===== src/rtl/core/tflg_pkg.sv =====
// Shared types and constants for the throughput frequency lock governor.
`default_nettype none

package tflg_pkg;

  // Number of speed thresholds (lock levels above zero).
  localparam int unsigned NumLevels = 3;

  // Field widths.
  localparam int unsigned PktBytesW  = 16;
  localparam int unsigned AccumW     = 25;
  localparam int unsigned TriggerW   = 24;
  localparam int unsigned KbpsW      = 20;
  localparam int unsigned TimeoutW   = 16;
  localparam int unsigned LevelW     = 2;
  localparam int unsigned ElapsedW   = 32;
  localparam int unsigned CpuKhzW    = 20;
  localparam int unsigned DdrKhzW    = 17;
  localparam int unsigned MeasuredW  = 35;
  localparam int unsigned CfgIndexW  = 3;
  localparam int unsigned CfgDataW   = 24;

  // Divider: dividend is bytes * 8, one quotient bit per step.
  localparam int unsigned DividendW  = AccumW + 3;
  localparam int unsigned DivSteps   = DividendW;
  localparam int unsigned DivCntW    = $clog2(DivSteps);

  // Configuration register indexes.
  localparam logic [CfgIndexW-1:0] RegTriggerBytes = 3'd0;
  localparam logic [CfgIndexW-1:0] RegLevel1Kbps   = 3'd1;
  localparam logic [CfgIndexW-1:0] RegLevel2Kbps   = 3'd2;
  localparam logic [CfgIndexW-1:0] RegLevel3Kbps   = 3'd3;
  localparam logic [CfgIndexW-1:0] RegReleaseMs    = 3'd4;
  localparam logic [CfgIndexW-1:0] RegDdrStart     = 3'd5;

  // Configuration reset values.
  localparam logic [TriggerW-1:0] TriggerReset  = 24'd655360;
  localparam logic [KbpsW-1:0]    Level1Reset   = 20'd8000;
  localparam logic [KbpsW-1:0]    Level2Reset   = 20'd16000;
  localparam logic [KbpsW-1:0]    Level3Reset   = 20'd28000;
  localparam logic [TimeoutW-1:0] ReleaseReset  = 16'd1000;
  localparam logic [LevelW-1:0]   DdrStartReset = 2'd3;

  // Frequency floors.
  localparam logic [CpuKhzW-1:0] CpuKhzL1   = 20'd600000;
  localparam logic [CpuKhzW-1:0] CpuKhzL2   = 20'd800000;
  localparam logic [CpuKhzW-1:0] CpuKhzL3   = 20'd900000;
  localparam logic [DdrKhzW-1:0] DdrKhzLock = 17'd120000;

  // Request codes.
  localparam logic ReqPacket = 1'b0;
  localparam logic ReqTick   = 1'b1;

  // Sequencer states.
  typedef enum logic [3:0] {
    StIdle  = 4'b0001,
    StDiv   = 4'b0010,
    StLevel = 4'b0100,
    StFin   = 4'b1000
  } state_e;

  // Processor floor for a lock level.
  function automatic logic [CpuKhzW-1:0] cpu_khz_for(input logic [LevelW-1:0] lvl);
    logic [CpuKhzW-1:0] khz;
    unique case (lvl)
      2'd1:    khz = CpuKhzL1;
      2'd2:    khz = CpuKhzL2;
      2'd3:    khz = CpuKhzL3;
      default: khz = '0;
    endcase
    return khz;
  endfunction

endpackage

`default_nettype wire


===== src/rtl/core/throughput_frequency_lock_governor.sv =====
// Throughput frequency lock governor: byte accounting, speed divide and lock control.
`default_nettype none

// Every transfer on the input side is either a packet (req_type_i = 0) whose byte
// count is added to an accumulator, or a one-millisecond tick (req_type_i = 1) that
// advances the elapsed-time counter and the lock release countdown. When the
// accumulator exceeds trigger_bytes it is cleared together with the elapsed time;
// with a nonzero elapsed time the speed bytes*8/ms (kbit/s) is computed and its
// level (thresholds exceeded up to the first miss, scanned upward), if nonzero,
// takes or refreshes the frequency lock. Exactly one result transfer leaves per
// input transfer. A tick, or a packet that starts no calculation, goes from idle
// to the finish step and back; a calculation first runs the divide and level steps,
// the restoring divider using its single 33-bit subtract-and-compare unit once per
// quotient bit. Input is stalled until the block is back in idle. A finished result
// sits in an output register, so a stalled output only holds the block once the
// next result is ready. Configuration writes are always taken (cfg_ready_o high).
module throughput_frequency_lock_governor (
  input  wire logic                               clk_i,
  input  wire logic                               rst_ni,
  // Configuration write channel
  input  wire logic                               cfg_valid_i,
  output logic                                    cfg_ready_o,
  input  wire logic [tflg_pkg::CfgIndexW-1:0]     cfg_index_i,
  input  wire logic [tflg_pkg::CfgDataW-1:0]      cfg_data_i,
  // Input item channel
  input  wire logic                               in_valid_i,
  output logic                                    in_stall_o,
  input  wire logic                               req_type_i,
  input  wire logic [tflg_pkg::PktBytesW-1:0]     packet_bytes_i,
  // Result channel
  output logic                                    out_valid_o,
  input  wire logic                               out_stall_i,
  output logic                                    lock_active_o,
  output logic [tflg_pkg::LevelW-1:0]             lock_tier_o,
  output logic                                    ddr_lock_active_o,
  output logic [tflg_pkg::CpuKhzW-1:0]            cpu_min_khz_o,
  output logic [tflg_pkg::DdrKhzW-1:0]            ddr_min_khz_o,
  output logic                                    speed_valid_o,
  output logic [tflg_pkg::MeasuredW-1:0]          measured_kbps_o,
  output logic                                    level_changed_o
);

  // ---------------------------------------------------------------------------
  // Configuration registers
  // ---------------------------------------------------------------------------
  logic [tflg_pkg::TriggerW-1:0] trigger_q;
  logic [tflg_pkg::KbpsW-1:0]    lvl1_q, lvl2_q, lvl3_q;
  logic [tflg_pkg::TimeoutW-1:0] release_q;
  logic [tflg_pkg::LevelW-1:0]   ddr_start_q;
  logic                          cfg_we;

  assign cfg_ready_o = 1'b1;
  assign cfg_we      = cfg_valid_i & cfg_ready_o;

  always_ff @(posedge clk_i or negedge rst_ni) begin
    if (!rst_ni) begin
      trigger_q   <= tflg_pkg::TriggerReset;
      lvl1_q      <= tflg_pkg::Level1Reset;
      lvl2_q      <= tflg_pkg::Level2Reset;
      lvl3_q      <= tflg_pkg::Level3Reset;
      release_q   <= tflg_pkg::ReleaseReset;
      ddr_start_q <= tflg_pkg::DdrStartReset;
    end else if (cfg_we) begin
      unique case (cfg_index_i)
        tflg_pkg::RegTriggerBytes: trigger_q   <= cfg_data_i[tflg_pkg::TriggerW-1:0];
        tflg_pkg::RegLevel1Kbps:   lvl1_q      <= cfg_data_i[tflg_pkg::KbpsW-1:0];
        tflg_pkg::RegLevel2Kbps:   lvl2_q      <= cfg_data_i[tflg_pkg::KbpsW-1:0];
        tflg_pkg::RegLevel3Kbps:   lvl3_q      <= cfg_data_i[tflg_pkg::KbpsW-1:0];
        tflg_pkg::RegReleaseMs:    release_q   <= cfg_data_i[tflg_pkg::TimeoutW-1:0];
        tflg_pkg::RegDdrStart:     ddr_start_q <= cfg_data_i[tflg_pkg::LevelW-1:0];
        default: ;  // unmapped indexes are dropped
      endcase
    end
  end

  // ---------------------------------------------------------------------------
  // Sequencer and governor state
  // ---------------------------------------------------------------------------
  tflg_pkg::state_e state_q, state_d;

  logic [tflg_pkg::AccumW-1:0]   accum_q, accum_d;
  logic [tflg_pkg::ElapsedW-1:0] elapsed_q, elapsed_d;
  logic                          held_q, held_d;
  logic [tflg_pkg::LevelW-1:0]   level_q, level_d;
  logic [tflg_pkg::TimeoutW-1:0] countdown_q, countdown_d;

  // Per-item bookkeeping for the result
  logic                          old_held_q, old_held_d;
  logic [tflg_pkg::LevelW-1:0]   old_level_q, old_level_d;
  logic                          spd_valid_q, spd_valid_d;

  // Divider datapath: quo_q starts as the dividend and collects quotient bits
  logic [tflg_pkg::ElapsedW-1:0]  rem_q, rem_d;
  logic [tflg_pkg::DividendW-1:0] quo_q, quo_d;
  logic [tflg_pkg::ElapsedW-1:0]  div_q, div_d;
  logic [tflg_pkg::DivCntW-1:0]   cnt_q, cnt_d;

  // Output register
  logic                           out_valid_q, out_valid_d;
  logic                           o_active_q, o_ddr_q, o_spd_valid_q, o_changed_q;
  logic [tflg_pkg::LevelW-1:0]    o_level_q;
  logic [tflg_pkg::CpuKhzW-1:0]   o_cpu_q;
  logic [tflg_pkg::DdrKhzW-1:0]   o_ddrkhz_q;
  logic [tflg_pkg::MeasuredW-1:0] o_meas_q;
  logic                           out_load;

  logic                           in_xfer;
  logic [tflg_pkg::AccumW-1:0]    accum_sum;
  logic [tflg_pkg::ElapsedW:0]    trial;
  logic [tflg_pkg::ElapsedW:0]    trial_diff;
  logic                           trial_ge;
  logic [tflg_pkg::LevelW-1:0]    new_level;
  logic                           ddr_on;

  assign in_stall_o = (state_q != tflg_pkg::StIdle);
  assign in_xfer    = in_valid_i & ~in_stall_o;

  // Accumulator add wraps at its width
  assign accum_sum = accum_q + tflg_pkg::AccumW'(packet_bytes_i);

  // Shared subtract-and-compare: shift in the next dividend bit, try the divisor
  assign trial      = {rem_q, quo_q[tflg_pkg::DividendW-1]};
  assign trial_diff = trial - {1'b0, div_q};
  assign trial_ge   = ~trial_diff[tflg_pkg::ElapsedW];

  // Level: thresholds passed before the first one that is not passed
  always_comb begin
    new_level = 2'd0;
    if ({8'd0, quo_q} > {16'd0, lvl1_q}) begin
      new_level = 2'd1;
      if ({8'd0, quo_q} > {16'd0, lvl2_q}) begin
        new_level = 2'd2;
        if ({8'd0, quo_q} > {16'd0, lvl3_q}) begin
          new_level = 2'd3;
        end
      end
    end
  end

  // Load the output register once it is free or being drained this cycle
  assign out_load = (state_q == tflg_pkg::StFin) & (~out_valid_q | ~out_stall_i);
  assign ddr_on   = held_q & (level_q >= ddr_start_q);

  always_comb begin
    state_d     = state_q;
    accum_d     = accum_q;
    elapsed_d   = elapsed_q;
    held_d      = held_q;
    level_d     = level_q;
    countdown_d = countdown_q;
    old_held_d  = old_held_q;
    old_level_d = old_level_q;
    spd_valid_d = spd_valid_q;
    rem_d       = rem_q;
    quo_d       = quo_q;
    div_d       = div_q;
    cnt_d       = cnt_q;
    out_valid_d = out_valid_q;

    if (out_valid_q && !out_stall_i) begin
      out_valid_d = 1'b0;
    end

    unique case (state_q)
      tflg_pkg::StIdle: begin
        if (in_xfer) begin
          old_held_d  = held_q;
          old_level_d = level_q;
          spd_valid_d = 1'b0;
          state_d     = tflg_pkg::StFin;
          if (req_type_i == tflg_pkg::ReqPacket) begin
            accum_d = accum_sum;
            if (accum_sum > {1'b0, trigger_q}) begin
              // Take the window: clear both counters, divide if time has passed
              accum_d   = '0;
              elapsed_d = '0;
              if (elapsed_q != '0) begin
                rem_d   = '0;
                quo_d   = {accum_sum, 3'b000};
                div_d   = elapsed_q;
                cnt_d   = '0;
                state_d = tflg_pkg::StDiv;
              end
            end
          end else begin
            // Tick: saturate elapsed time, count down a held lock
            if (elapsed_q != '1) begin
              elapsed_d = elapsed_q + 1'b1;
            end
            if (held_q) begin
              if (countdown_q <= 16'd1) begin
                countdown_d = '0;
                held_d      = 1'b0;
                level_d     = '0;
              end else begin
                countdown_d = countdown_q - 1'b1;
              end
            end
          end
        end
      end
      tflg_pkg::StDiv: begin
        rem_d = trial_ge ? trial_diff[tflg_pkg::ElapsedW-1:0]
                         : trial[tflg_pkg::ElapsedW-1:0];
        quo_d = {quo_q[tflg_pkg::DividendW-2:0], trial_ge};
        cnt_d = cnt_q + 1'b1;
        if (cnt_q == tflg_pkg::DivCntW'(tflg_pkg::DivSteps - 1)) begin
          state_d = tflg_pkg::StLevel;
        end
      end
      tflg_pkg::StLevel: begin
        spd_valid_d = 1'b1;
        if (new_level != '0) begin
          held_d      = 1'b1;
          level_d     = new_level;
          countdown_d = release_q;
        end
        state_d = tflg_pkg::StFin;
      end
      tflg_pkg::StFin: begin
        if (out_load) begin
          out_valid_d = 1'b1;
          state_d     = tflg_pkg::StIdle;
        end
      end
      default: state_d = tflg_pkg::StIdle;
    endcase
  end

  always_ff @(posedge clk_i or negedge rst_ni) begin
    if (!rst_ni) begin
      state_q     <= tflg_pkg::StIdle;
      accum_q     <= '0;
      elapsed_q   <= '0;
      held_q      <= 1'b0;
      level_q     <= '0;
      countdown_q <= '0;
      out_valid_q <= 1'b0;
      cnt_q       <= '0;
    end else begin
      state_q     <= state_d;
      accum_q     <= accum_d;
      elapsed_q   <= elapsed_d;
      held_q      <= held_d;
      level_q     <= level_d;
      countdown_q <= countdown_d;
      out_valid_q <= out_valid_d;
      cnt_q       <= cnt_d;
    end
  end

  // Datapath and result payload: no reset needed
  always_ff @(posedge clk_i) begin
    old_held_q  <= old_held_d;
    old_level_q <= old_level_d;
    spd_valid_q <= spd_valid_d;
    rem_q       <= rem_d;
    quo_q       <= quo_d;
    div_q       <= div_d;
    if (out_load) begin
      o_active_q    <= held_q;
      o_level_q     <= held_q ? level_q : '0;
      o_ddr_q       <= ddr_on;
      o_cpu_q       <= held_q ? tflg_pkg::cpu_khz_for(level_q) : '0;
      o_ddrkhz_q    <= ddr_on ? tflg_pkg::DdrKhzLock : '0;
      o_spd_valid_q <= spd_valid_q;
      o_meas_q      <= spd_valid_q ? tflg_pkg::MeasuredW'(quo_q) : '0;
      o_changed_q   <= (old_held_q != held_q) || (old_level_q != level_q);
    end
  end

  assign out_valid_o       = out_valid_q;
  assign lock_active_o     = o_active_q;
  assign lock_tier_o       = o_level_q;
  assign ddr_lock_active_o = o_ddr_q;
  assign cpu_min_khz_o     = o_cpu_q;
  assign ddr_min_khz_o     = o_ddrkhz_q;
  assign speed_valid_o     = o_spd_valid_q;
  assign measured_kbps_o   = o_meas_q;
  assign level_changed_o   = o_changed_q;

  // ---------------------------------------------------------------------------
  // Assertions
  // ---------------------------------------------------------------------------
  a_div_nonzero: assert property (@(posedge clk_i) disable iff (!rst_ni)
    (state_q == tflg_pkg::StDiv) |-> (div_q != '0))
    else $error("divider running with zero divisor");

  a_unlocked_level_zero: assert property (@(posedge clk_i) disable iff (!rst_ni)
    !held_q |-> (level_q == '0))
    else $error("lock level nonzero while unlocked");

  a_result_from_fin: assert property (@(posedge clk_i) disable iff (!rst_ni)
    $rose(out_valid_q) |-> $past(state_q == tflg_pkg::StFin))
    else $error("result raised outside the finish step");

  a_fin_waits: assert property (@(posedge clk_i) disable iff (!rst_ni)
    ((state_q == tflg_pkg::StFin) && out_valid_q && out_stall_i)
      |=> (state_q == tflg_pkg::StFin))
    else $error("finish step left while the output register was blocked");

  a_speed_range: assert property (@(posedge clk_i) disable iff (!rst_ni)
    (out_valid_q && o_spd_valid_q)
      |-> (o_meas_q[tflg_pkg::MeasuredW-1:tflg_pkg::DividendW] == '0))
    else $error("measured speed exceeds dividend range");

endmodule

`default_nettype wire


===== config.mk =====
export PLATFORM = sky130hd
export DESIGN_NAME = throughput_frequency_lock_governor
export DESIGN_NICKNAME = d
export VERILOG_FILES = /design/src/rtl/core/tflg_pkg.sv /design/src/rtl/core/throughput_frequency_lock_governor.sv
export SDC_FILE = /design/constraint.sdc
export NUM_CORES = 1
export LEC_CHECK = 0
export ABC_CLOCK_PERIOD_IN_PS = 7150
export BUFFER_PORTS_ARGS = -buffer_cell sky130_fd_sc_hd__buf_2
export CORE_AREA = 2 2 227 229
export DETAILED_ROUTE_END_ITERATION = 6
export DIE_AREA = 0 0 229 231
export SLEW_MARGIN = 20
export SYNTH_ARGS = -nofsm -noshare
export SYNTH_HDL_FRONTEND = slang
export SYNTH_SLANG_ARGS = --single-unit

===== constraint.sdc =====
create_clock -name clk_i -period 7.15 [get_ports clk_i]
set_input_delay 0.715 -clock clk_i [delete_from_list [all_inputs] [get_ports clk_i]]
set_output_delay 0.715 -clock clk_i [all_outputs]
set_load 0.05 [all_outputs]

==> out/metrics.yaml <==
sta:
  fin_crit_ns: 6.31
  worstMarginPinSlew_ns: 1.07
  setup_violations: 0
  fin_crit_sh_pct: 88.3
  timing.fmax_mhz: 158
  hold_slack_ns: 0.324
  rsz0062_at_grt: "no"
  finalSetupTns_ns: 0
  final_max_slew_viol_count: 0
  skew_ns: 0.0174
  finalHoldViolations: 0
  slew_headroom_pct: 28.6
floorplanning:
  die_area_sq_mm: 0.0529
  die_y_um: 231
  die_w_um: 229
  core_sq_mm: 0.0507
  start_util_pct: 36.4
  rows: 83
  io-pin-count: 130
drt:
  wl_mm: 46.1
  vias: 13971
  post_drt_via_cell_ratio: 5.25
  first_iter_violations: 1049
  drc: 0
  ant_nets: 0
  drt_pre_antenna_iters: 5
  wl_per_cell_um: 17.3
yosys:
  synthesis.area_sq_mm: 0.0184
  yosysWarningCount: 0
  synth_ff_type: "dfrtp_1"
  synth_cells: 1866
  synth_commonest_cells: "nand2_1, o21ai_0, dfrtp_1, inv_1, ha_1"
  synth_edf_count: 136
  yosysTopAreaCell: "edfxtp_1"
  yosysSeqAreaShare_pct: 47.8
  async_flop_share_pct: 58.0
  synth_most_common_cell: "nand2_1"
  synth_cell_types: 78
  yosys.area.top_type_share_pct: 22.1
  synthTopCellsByArea: "edfxtp_1, dfrtp_1, ha_1, nand2_1, o21ai_0"
  syn-mean-instance-area_sq_um: 9.89
  synth-seq-cells: 324
layout:
  nFillCells: 4913
  multi_input_area_sq_mm: 0.00866
  drive_gt1_share_pct: 14.2
  syn_to_final_growth_pct: 13.2
  nets: 2147
  seq_area_sq_mm: 0.00883
power_and_ir_drop:
  p_leak_nw: 9.01
  total_power_mw: 6.46
  powerDensity_mw_per_mm2: 310
  irDropWorstVdd_uv: 140
clocking:
  cts_inserted_buffers: 38
  ctsResizeCount: 0
  worstSkewPairLatency_ns: 0.55
  tritoncts: "done"
  path_clk_slew_ns: 0.06
  cts_max_level: 2
  postCtsSetupBuffers: 0
  root_buffer: "clkbuf_16"
  postCtsHoldBufs: 0
  clockBufferDepth: 3
  cts.sinks: 324
grt:
  grt_pass1_vias: 13542
  grt_usage_pct: 17.5
  grt_pass1_wl_mm: 74.3
  gr-total-overflow: 0
  grt_start_max_net_pins: 118
  antenna_found_initial: 2
setup_path:
  worstSetupPathType: "reg -> reg"
  ff2ff_setup_slack_ns: 0.84
  startpoint_type: "register"
  crit_fanout: 32
  critPathRequiredTime_ns: 7.13
  cp-end-kind: "register"
  critPathArrivalTime_ns: 6.30
placed_design:
  place_hpwl_mm: 33.2
  gp_congestion: 0.859
  port_buffers: 104
run:
  cap_violations: 0
min_path:
  hold_class: "in -> async"
outcome:
  status: "complete, no violations"
## final timing paths
kind / cells past startpoint / endpoint / startpoint
worst max-delay path: 21 / div_q[10] / accum_q[0]
worst min-delay path: 1 / accum_q[7] / rst_ni
worst max register to register: 21 / div_q[10] / accum_q[0]
worst min register to register: 2 / accum_q[10] / accum_q[10]
max in group asynchronous: 2 / countdown_q[2] / rst_ni
min in group clk_i: 3 / trigger_q[20] / cfg_data_i[20]
## state kept, by name, indices dropped and copies added, names as in the netlist, 2 cells and up
| signal | cells |
|---|---|
| level_q | 2 |
| cnt_q | 5 |
| elapsed_q | 32 |
| quo_q | 28 |
| lock_tier_o | 2 |
| measured_kbps_o | 28 |
| rem_q | 32 |
| accum_q | 25 |
| lvl3_q | 20 |
| lvl2_q | 20 |
| div_q | 32 |
| countdown_q | 16 |
| release_q | 16 |
| lvl1_q | 20 |
| old_level_q | 2 |
| ddr_start_q | 2 |
| state_q | 4 |
| trigger_q | 24 |
| cpu_min_khz_o | 6 |
## worst max-delay path: stages, from the launching register on
cell and delay (ns):
dfrtp_1 0.39, ha_1 0.21, fa_1 0.42, a211oi_1 0.29, nor2_1 0.13, nand4_1 0.12
a31o_1 0.18, a21boi_2 0.08, a221o_1 0.36, and2_1 0.17, and4_1 0.21, xnor2_1 0.26
inv_1 0.08, ha_1 0.32, a21o_1 0.16, a21oi_1 0.14, o221ai_1 0.15, a211oi_1 0.21
a21oi_1 0.22, or4b_4 0.59, nand3_2 0.22, clkinv_1 0.83
## per-layer routing
metal	up-vias	part of all wire, %	global-route usage, %
met2	289	44	27.6
li1	6783	-	-
met5	-	0	0
met3	62	4.4	2.58
met4	0	2.4	5.01
met1	6837	49	24.8
## cell families (layout without fill, tap and decap cells)
group | Yosys count | after routing | share of synthesized area (%)
multiplexers | 48 | 48 | 2.90
buffers and inverters | 256 | 349 | 6.11
AO/OA/AOI/OAI | 472 | 472 | 15.5
flip-flops | 324 | 324 | 47.8
AND/OR/NAND/NOR | 568 | 568 | 15.3
adder cells (fa/ha/maj) | 145 | 145 | 9.92
XOR/XNOR | 51 | 51 | 2.42
other | 2 | 26 | 0.0407
## cell usage in the layout (no fill, tap or decap), types with 10 or more instances in the layout
cell type / Yosys / final
nand4_1: 25 / 25
nor4_1: 11 / 11
and2_1: 42 / 42
ha_1: 143 / 143
o21ai_0: 167 / 167
o21a_1: 13 / 13
buf_4: 40 / 18
dfrtp_1: 158 / 158
and3_1: 19 / 19
nor2b_1: 13 / 13
nand2_1: 227 / 225
a21o_1: 43 / 43
or3_1: 29 / 28
edfxtp_1: 136 / 136
a211oi_1: 11 / 11
dfstp_2: 30 / 30
nand2b_1: 11 / 11
xnor2_1: 31 / 31
nor2_1: 85 / 85
mux2_2: 43 / 43
nor3_1: 23 / 21
and4_1: 13 / 13
conb_1: 2 / 25
o31ai_1: 25 / 25
o211ai_1: 13 / 13
clkbuf_16: 0 / 39
clkinv_1: 0 / 10
a21oi_1: 135 / 134
nand3_1: 30 / 30
xor2_1: 20 / 20
inv_1: 157 / 156
buf_2: 1 / 103
## power by group
part | switching [mW] | internal (mW)
sequential | 0.202 | 2.31
clock | 0.785 | 1.21
combinational | 1.25 | 0.714
total | 2.23 | 4.23
## per-stage QoR
stage	instance area (sq um)	utilization [%]	setup WS, ns	instances
floorplan	18500	-	0.798	1889
global placement	19600	38.7	0.798	2593
detailed placement	19600	38.7	0.670	2593
CTS	20900	41.2	1.09	2662
global route	20900	41.2	0.346	2663
finish	20900	41.2	0.835	2663
## final cells by class
type | instances | share of cell area, %
Antenna cell | 1 | 0.0120
Clock buffer | 46 | 4.95
Clock inverter | 23 | 1.17
Inverter | 158 | 2.84
Multi-Input combinational cell | 1309 | 41.5
Sequential cell | 324 | 42.3
Tap cell | 680 | 4.08
Timing Repair Buffer | 122 | 3.18
Note: power is estimated with default switching activity, not from simulation.
